==> config.mk <==
export PLATFORM = sky130hd
export DESIGN_NAME = svwt_cross_unit
export DESIGN_NICKNAME = d
export VERILOG_FILES = /design/src/rtl/svwt_cross_unit.sv
export SDC_FILE = /design/constraint.sdc
export NUM_CORES = 2
export LEC_CHECK = 0
export BUFFER_PORTS_ARGS = -buffer_cell sky130_fd_sc_hd__buf_2
export CORE_MARGIN = 2
export CORE_UTILIZATION = 59
export DETAILED_ROUTE_END_ITERATION = 7
export PLACE_DENSITY = 0.87
export SLEW_MARGIN = 15
export SYNTH_ARGS = -nofsm -noshare
export SYNTH_HDL_FRONTEND = slang
export SYNTH_SLANG_ARGS = --single-unit
==> constraint.sdc <==
create_clock -name clk -period 6.5 [get_ports clk]
set_clock_uncertainty 0.15 [all_clocks]
set_input_delay 0.65 -clock clk [delete_from_list [all_inputs] [get_ports clk]]
set_output_delay 0.65 -clock clk [all_outputs]
set_load 0.005 [all_outputs]
==> src/rtl/svwt_cross_unit.sv <==
// Two-stage shared cross-product unit computing a_x*b_y - a_y*b_x.
module svwt_cross_unit #(
	parameter int DW = 17,
	localparam int PW = 2 * DW + 1
) (
	input  logic                 clk,
	input  logic signed [DW-1:0] a_x,
	input  logic signed [DW-1:0] a_y,
	input  logic signed [DW-1:0] b_x,
	input  logic signed [DW-1:0] b_y,
	output logic signed [PW-1:0] xprod
);

	logic signed [2*DW-1:0] prod_a_s1;
	logic signed [2*DW-1:0] prod_b_s1;
	logic signed [PW-1:0]   xprod_s2;

	always_ff @(posedge clk) begin
		prod_a_s1 <= a_x * b_y;
		prod_b_s1 <= a_y * b_x;
		xprod_s2  <= PW'(prod_a_s1) - PW'(prod_b_s1);
	end

	assign xprod = xprod_s2;

endmodule

==> flow_results.org <==
** Finish
- Once layout is done, the placed cells without fillers occupy between 0.02 and 0.03 mm².
- Share of final-layout standard cells stronger than drive strength 1 :: 0.130
- The repair_antennas step left the layout with diodes totalling 0.
- Compared with the post-synthesis result, the final layout area differs by 12.5%.
- In the final design database the tool counted 3,853 nets.

** Global route
- Total gr overflow :: 0
- Entering global routing, the biggest net connects 18 pins.
- The via count of the first global-routing pass is 21,500.
- Antenna violations before repair :: 0
- First-pass GRT wire length :: 101,000 µm
- Gr usage total :: 0.284

** STA
- Final setup viols :: 0
- Setup repair after global routing could not meet its margin everywhere.
- The number of max-slew violations in the final report was 0.
- Subtracting the final worst setup slack from the clock period gives 6.43 ns.
- At the pin with the least slew margin, the transition time is 0.623 ns.
- Static timing analysis puts the maximum clock frequency at 0.155 GHz.
- Dividing the final minimum period by the clock period gives 0.990.
- Headroom to the max-slew limit came out at 0.582.
- Final hold vios :: 0
- For the final routed database, the setup TNS stands at 0 ns.

** CTS
- Number of levels in the clock H-tree :: 3
- Clk Latency, worst-skew pair :: ~0.35 ns
- In this run, CTS created clock tree buffers numbering 9.
- Clock Sinks :: 103
- After clock tree synthesis, the flow added hold-fix buffers numbering 0.
- Clock slew at reported path FFs :: 0.07 ns
- Clock root buffer :: sky130_fd_sc_hd__clkbuf_16
- Clock buffer depth :: 2
- TritonCTS built the clock tree.

** Logic synthesis
- Sequential-to-total area share from yosys stat :: 0.0810
- Fraction of synthesized cell area taken by the top area cell type :: 0.467
- The Yosys step of the flow raised 0 warnings.
- Of the total synthesized cell area, the portion taken by full adders, half adders and majority gates is 0.567.
- Synth Area in Simple Gates :: 0.145
- Post-Synthesis Cells :: 2,719
- Complex-gate fraction of the synthesized area :: 0.0623
- By area, the combinational part of the netlist is dominated by adder cells.
- In the post-synthesis netlist, the biggest area contributors are sky130_fd_sc_hd__fa_1 (47%), sky130_fd_sc_hd__ha_1 (10%), sky130_fd_sc_hd__inv_1 (9.9%), sky130_fd_sc_hd__dfxtp_1 (8.1%), sky130_fd_sc_hd__and2_1 (7.2%).
- In this run the mean area of a mapped cell was 9.36 µm².
- The portion of synthesized area spent on multiplexers is 0.
- Summing every instance area after synthesis gives 0.0254 mm².
- Number of synthesized register bits :: 103
- Post-synth EDFFs :: 0
- Cell variety after synth :: 66
- Xor and xnor fraction of the mapped netlist area :: 0.0341
- The most used flip-flop cell after synthesis is sky130_fd_sc_hd__dfxtp_1.
- Mapped Nets :: 3,585
- Largest area contributor in the netlist :: sky130_fd_sc_hd__fa_1
- Of all flip-flops after synthesis, the portion carrying an async set or reset was 0.

** Routing
- DRT Wirelength :: just under 60,000 µm
- Dividing the detail-routed wire length by the instance count gives roughly 17 µm.
- Detailed routing inserted a total of 19,300 vias.
- For this block, the initial DRC count from the detailed router was 1,416.
- Number of iterations in the first detailed-routing pass :: 5
- The count of nets left with antenna violations once routing finished came out at 0.
- Number of vias per cell after detailed routing :: ~5.5
- Residual DRC count :: 0

** Worst setup path
- Series of cell instances along the critical path :: buf_2 -> buf_4 -> and2_1 -> fa_1 -> fa_1 -> fa_1 -> fa_1 -> fa_1 -> inv_1 -> fa_1 -> inv_1 -> ha_1 -> buf_4 -> a21oi_1 -> a21boi_1 -> a2111oi_1 -> buf_4 -> a311oi_2 -> buf_4 -> nand3_1 -> a31oi_2 -> o21a_1 -> nor2_1 -> xnor2_1
- The worst register-to-register path ends at xprod[28]$_DFF_P_.
- Minimum setup slack among reg-to-reg paths :: approximately 3.2 ns
- The largest single stage delay on the critical path is 0.64 ns.
- Counting cells, the worst reg-to-reg path comes to 12.
- Counting both buffers and inverters, the worst setup path holds a total of 7.
- For the worst setup path, the data arrival time is 6.56 ns.
- Critical setup path kind :: input port to flip-flop
- The cell that appears most often on the critical path is sky130_fd_sc_hd__fa_1.
- STA puts the critical path data required time at 6.63 ns.
- Crit start category :: input port
- Kind of cell adding the most delay to the critical path :: adder cells
- Highest-delay cell along the critical path :: sky130_fd_sc_hd__fa_1
- The worst register-to-register path begins at prod_a_s1[0]$_DFF_P_.
- Along the worst path, the maximum fanout reaches 10.
- The worst setup path is captured at a flip-flop.

** Floorplanning
- I/O pin total :: 104
- Starting density of the core :: 0.595
- The core region is 0.0428 mm².
- Die Span Y :: 212 µm
- The die is 212 µm wide.
- # rows :: between 70 and 80
- Die area :: 0.0448 mm²

** Run status
- The run finished with clean final reports.

** Hold path
- The path with the worst hold slack has its endpoint at xprod[0]$_DFF_P_.
- Cell count of the worst hold path :: 2
- Worst hold path startpoint :: prod_b_s1[0]$_DFF_P_
- Worst min path class :: flip-flop to flip-flop

** Flow run
- MaxCap Viol Count :: 0

** Placement
- Input and output buffers added on the ports amount to about 100.
- In this run the cell area measured after placement is 0.0281 mm².
- The congestion estimate from routability-driven global placement came to 0.905.
- Post-detail-place hpwl :: 51,400 µm
## state kept, by name, indices dropped and copies added (netlist names)
signal,count
xprod,35
prod_a_s1,34
prod_b_s1,34
## layout by cell type (no fill, tap or decap), types with 55 or more instances in the layout
| master | count |
|---|---|
| sky130_fd_sc_hd__buf_4 | 226 |
| sky130_fd_sc_hd__buf_2 | 92 |
| sky130_fd_sc_hd__dfxtp_1 | 103 |
| sky130_fd_sc_hd__a21oi_1 | 55 |
| sky130_fd_sc_hd__fa_1 | 585 |
| sky130_fd_sc_hd__nand2_1 | 292 |
| sky130_fd_sc_hd__ha_1 | 204 |
| sky130_fd_sc_hd__and2_1 | 291 |
| sky130_fd_sc_hd__inv_1 | 671 |
| sky130_fd_sc_hd__nor2_1 | 78 |
| sky130_fd_sc_hd__xnor2_1 | 79 |
## Yosys cell counts (6+ instances only)
| master | number |
|---|---|
| sky130_fd_sc_hd__nor3_1 | 13 |
| sky130_fd_sc_hd__a211oi_1 | 9 |
| sky130_fd_sc_hd__o31ai_1 | 7 |
| sky130_fd_sc_hd__xor2_1 | 20 |
| sky130_fd_sc_hd__and3_1 | 8 |
| sky130_fd_sc_hd__nand2_1 | 292 |
| sky130_fd_sc_hd__and2_1 | 292 |
| sky130_fd_sc_hd__a21o_1 | 41 |
| sky130_fd_sc_hd__nor2_1 | 78 |
| sky130_fd_sc_hd__nand3_1 | 12 |
| sky130_fd_sc_hd__xnor2_1 | 79 |
| sky130_fd_sc_hd__clkbuf_1 | 74 |
| sky130_fd_sc_hd__o21a_1 | 17 |
| sky130_fd_sc_hd__o21ai_0 | 36 |
| sky130_fd_sc_hd__a31oi_1 | 10 |
| sky130_fd_sc_hd__ha_1 | 204 |
| sky130_fd_sc_hd__inv_1 | 671 |
| sky130_fd_sc_hd__fa_1 | 593 |
| sky130_fd_sc_hd__nor2b_1 | 6 |
| sky130_fd_sc_hd__a21oi_1 | 58 |
| sky130_fd_sc_hd__nand2b_1 | 11 |
| sky130_fd_sc_hd__dfxtp_1 | 103 |
## worst max path at each step
stage | startpoint | endpoint | slack (ns) | depth (start not counted)
after global placement | b_y[2] | prod_a_s1[32]$_DFF_P_ | -0.16 | 22
after floorplan | b_y[8] | prod_a_s1[33]$_DFF_P_ | 0.002 | 23
after CTS | b_y[2] | prod_a_s1[32]$_DFF_P_ | 0.002 | 24
after detailed placement | b_y[2] | prod_a_s1[32]$_DFF_P_ | -0.38 | 22
final | b_y[6] | prod_a_s1[32]$_DFF_P_ | 0.07 | 24
after global routing | b_y[5] | prod_a_s1[32]$_DFF_P_ | -0.11 | 26
## cell type report
class                           instances  area, µm²
Clock buffer                           11        243
Clock inverter                          4       70.1
Fill cell                            3136      14200
Inverter                              671       2520
Multi-Input combinational cell       1868      20700
Sequential cell                       103       2060
Tap cell                              546        683
Timing Repair Buffer                  334       2350
## worst reg2reg max path, cell delays in order (launching register included)
cell	delay [ns]
sky130_fd_sc_hd__dfxtp_1	0.31
sky130_fd_sc_hd__inv_1	0.05
sky130_fd_sc_hd__ha_1	0.22
sky130_fd_sc_hd__fa_1	0.42
sky130_fd_sc_hd__nor2b_1	0.15
sky130_fd_sc_hd__o21a_1	0.15
sky130_fd_sc_hd__o21ai_0	0.13
sky130_fd_sc_hd__a211o_1	0.35
sky130_fd_sc_hd__a21oi_1	0.26
sky130_fd_sc_hd__o21ai_1	0.29
sky130_fd_sc_hd__o311ai_0	0.40
sky130_fd_sc_hd__a21oi_1	0.13
sky130_fd_sc_hd__xnor2_1	0.23
## per-layer routing
metal  routed length [µm]  vias to the layer above  GRT usage
met5                    0                        -          0
met4                 1770                        0     0.0838
met3                 3660                      157     0.0374
met2                31300                      695      0.509
met1                23000                     9863      0.360
li1                     -                     8588          -
## cells by family (layout without fill, tap and decap cells)
family,after synthesis,count (layout)
DFF,103,103
AOI/OAI and AO/OA,232,232
adders and majority gates,797,797
xor gates and xnor gates,99,99
buffers and inverters,748,1020
and+or+nand+nor,740,740
## metrics by stage
| stage | worst slack [ns] | hold WS [ns] | utilization | std cells |
|---|---|---|---|---|
| after floorplan | 0.00157 | 0.320 | - | 2719 |
| after global placement | -0.157 | 0.332 | 0.657 | 3519 |
| after detailed placement | -0.381 | 0.334 | 0.657 | 3519 |
| after CTS | 0.00161 | 0.343 | 0.665 | 3534 |
| after global routing | -0.111 | 0.366 | 0.669 | 3537 |
| final | 0.0669 | 0.343 | 0.669 | 3537 |
## repair_timing
item,CTS,global route
pin swaps,0,11
resized for setup,1,45
setup endpoints to repair,1,12
setup buffers,0,3
Power is left out: the tool's default activity adds up to more than one toggle a clock period on the data nets, which glitch-free logic cannot reach.
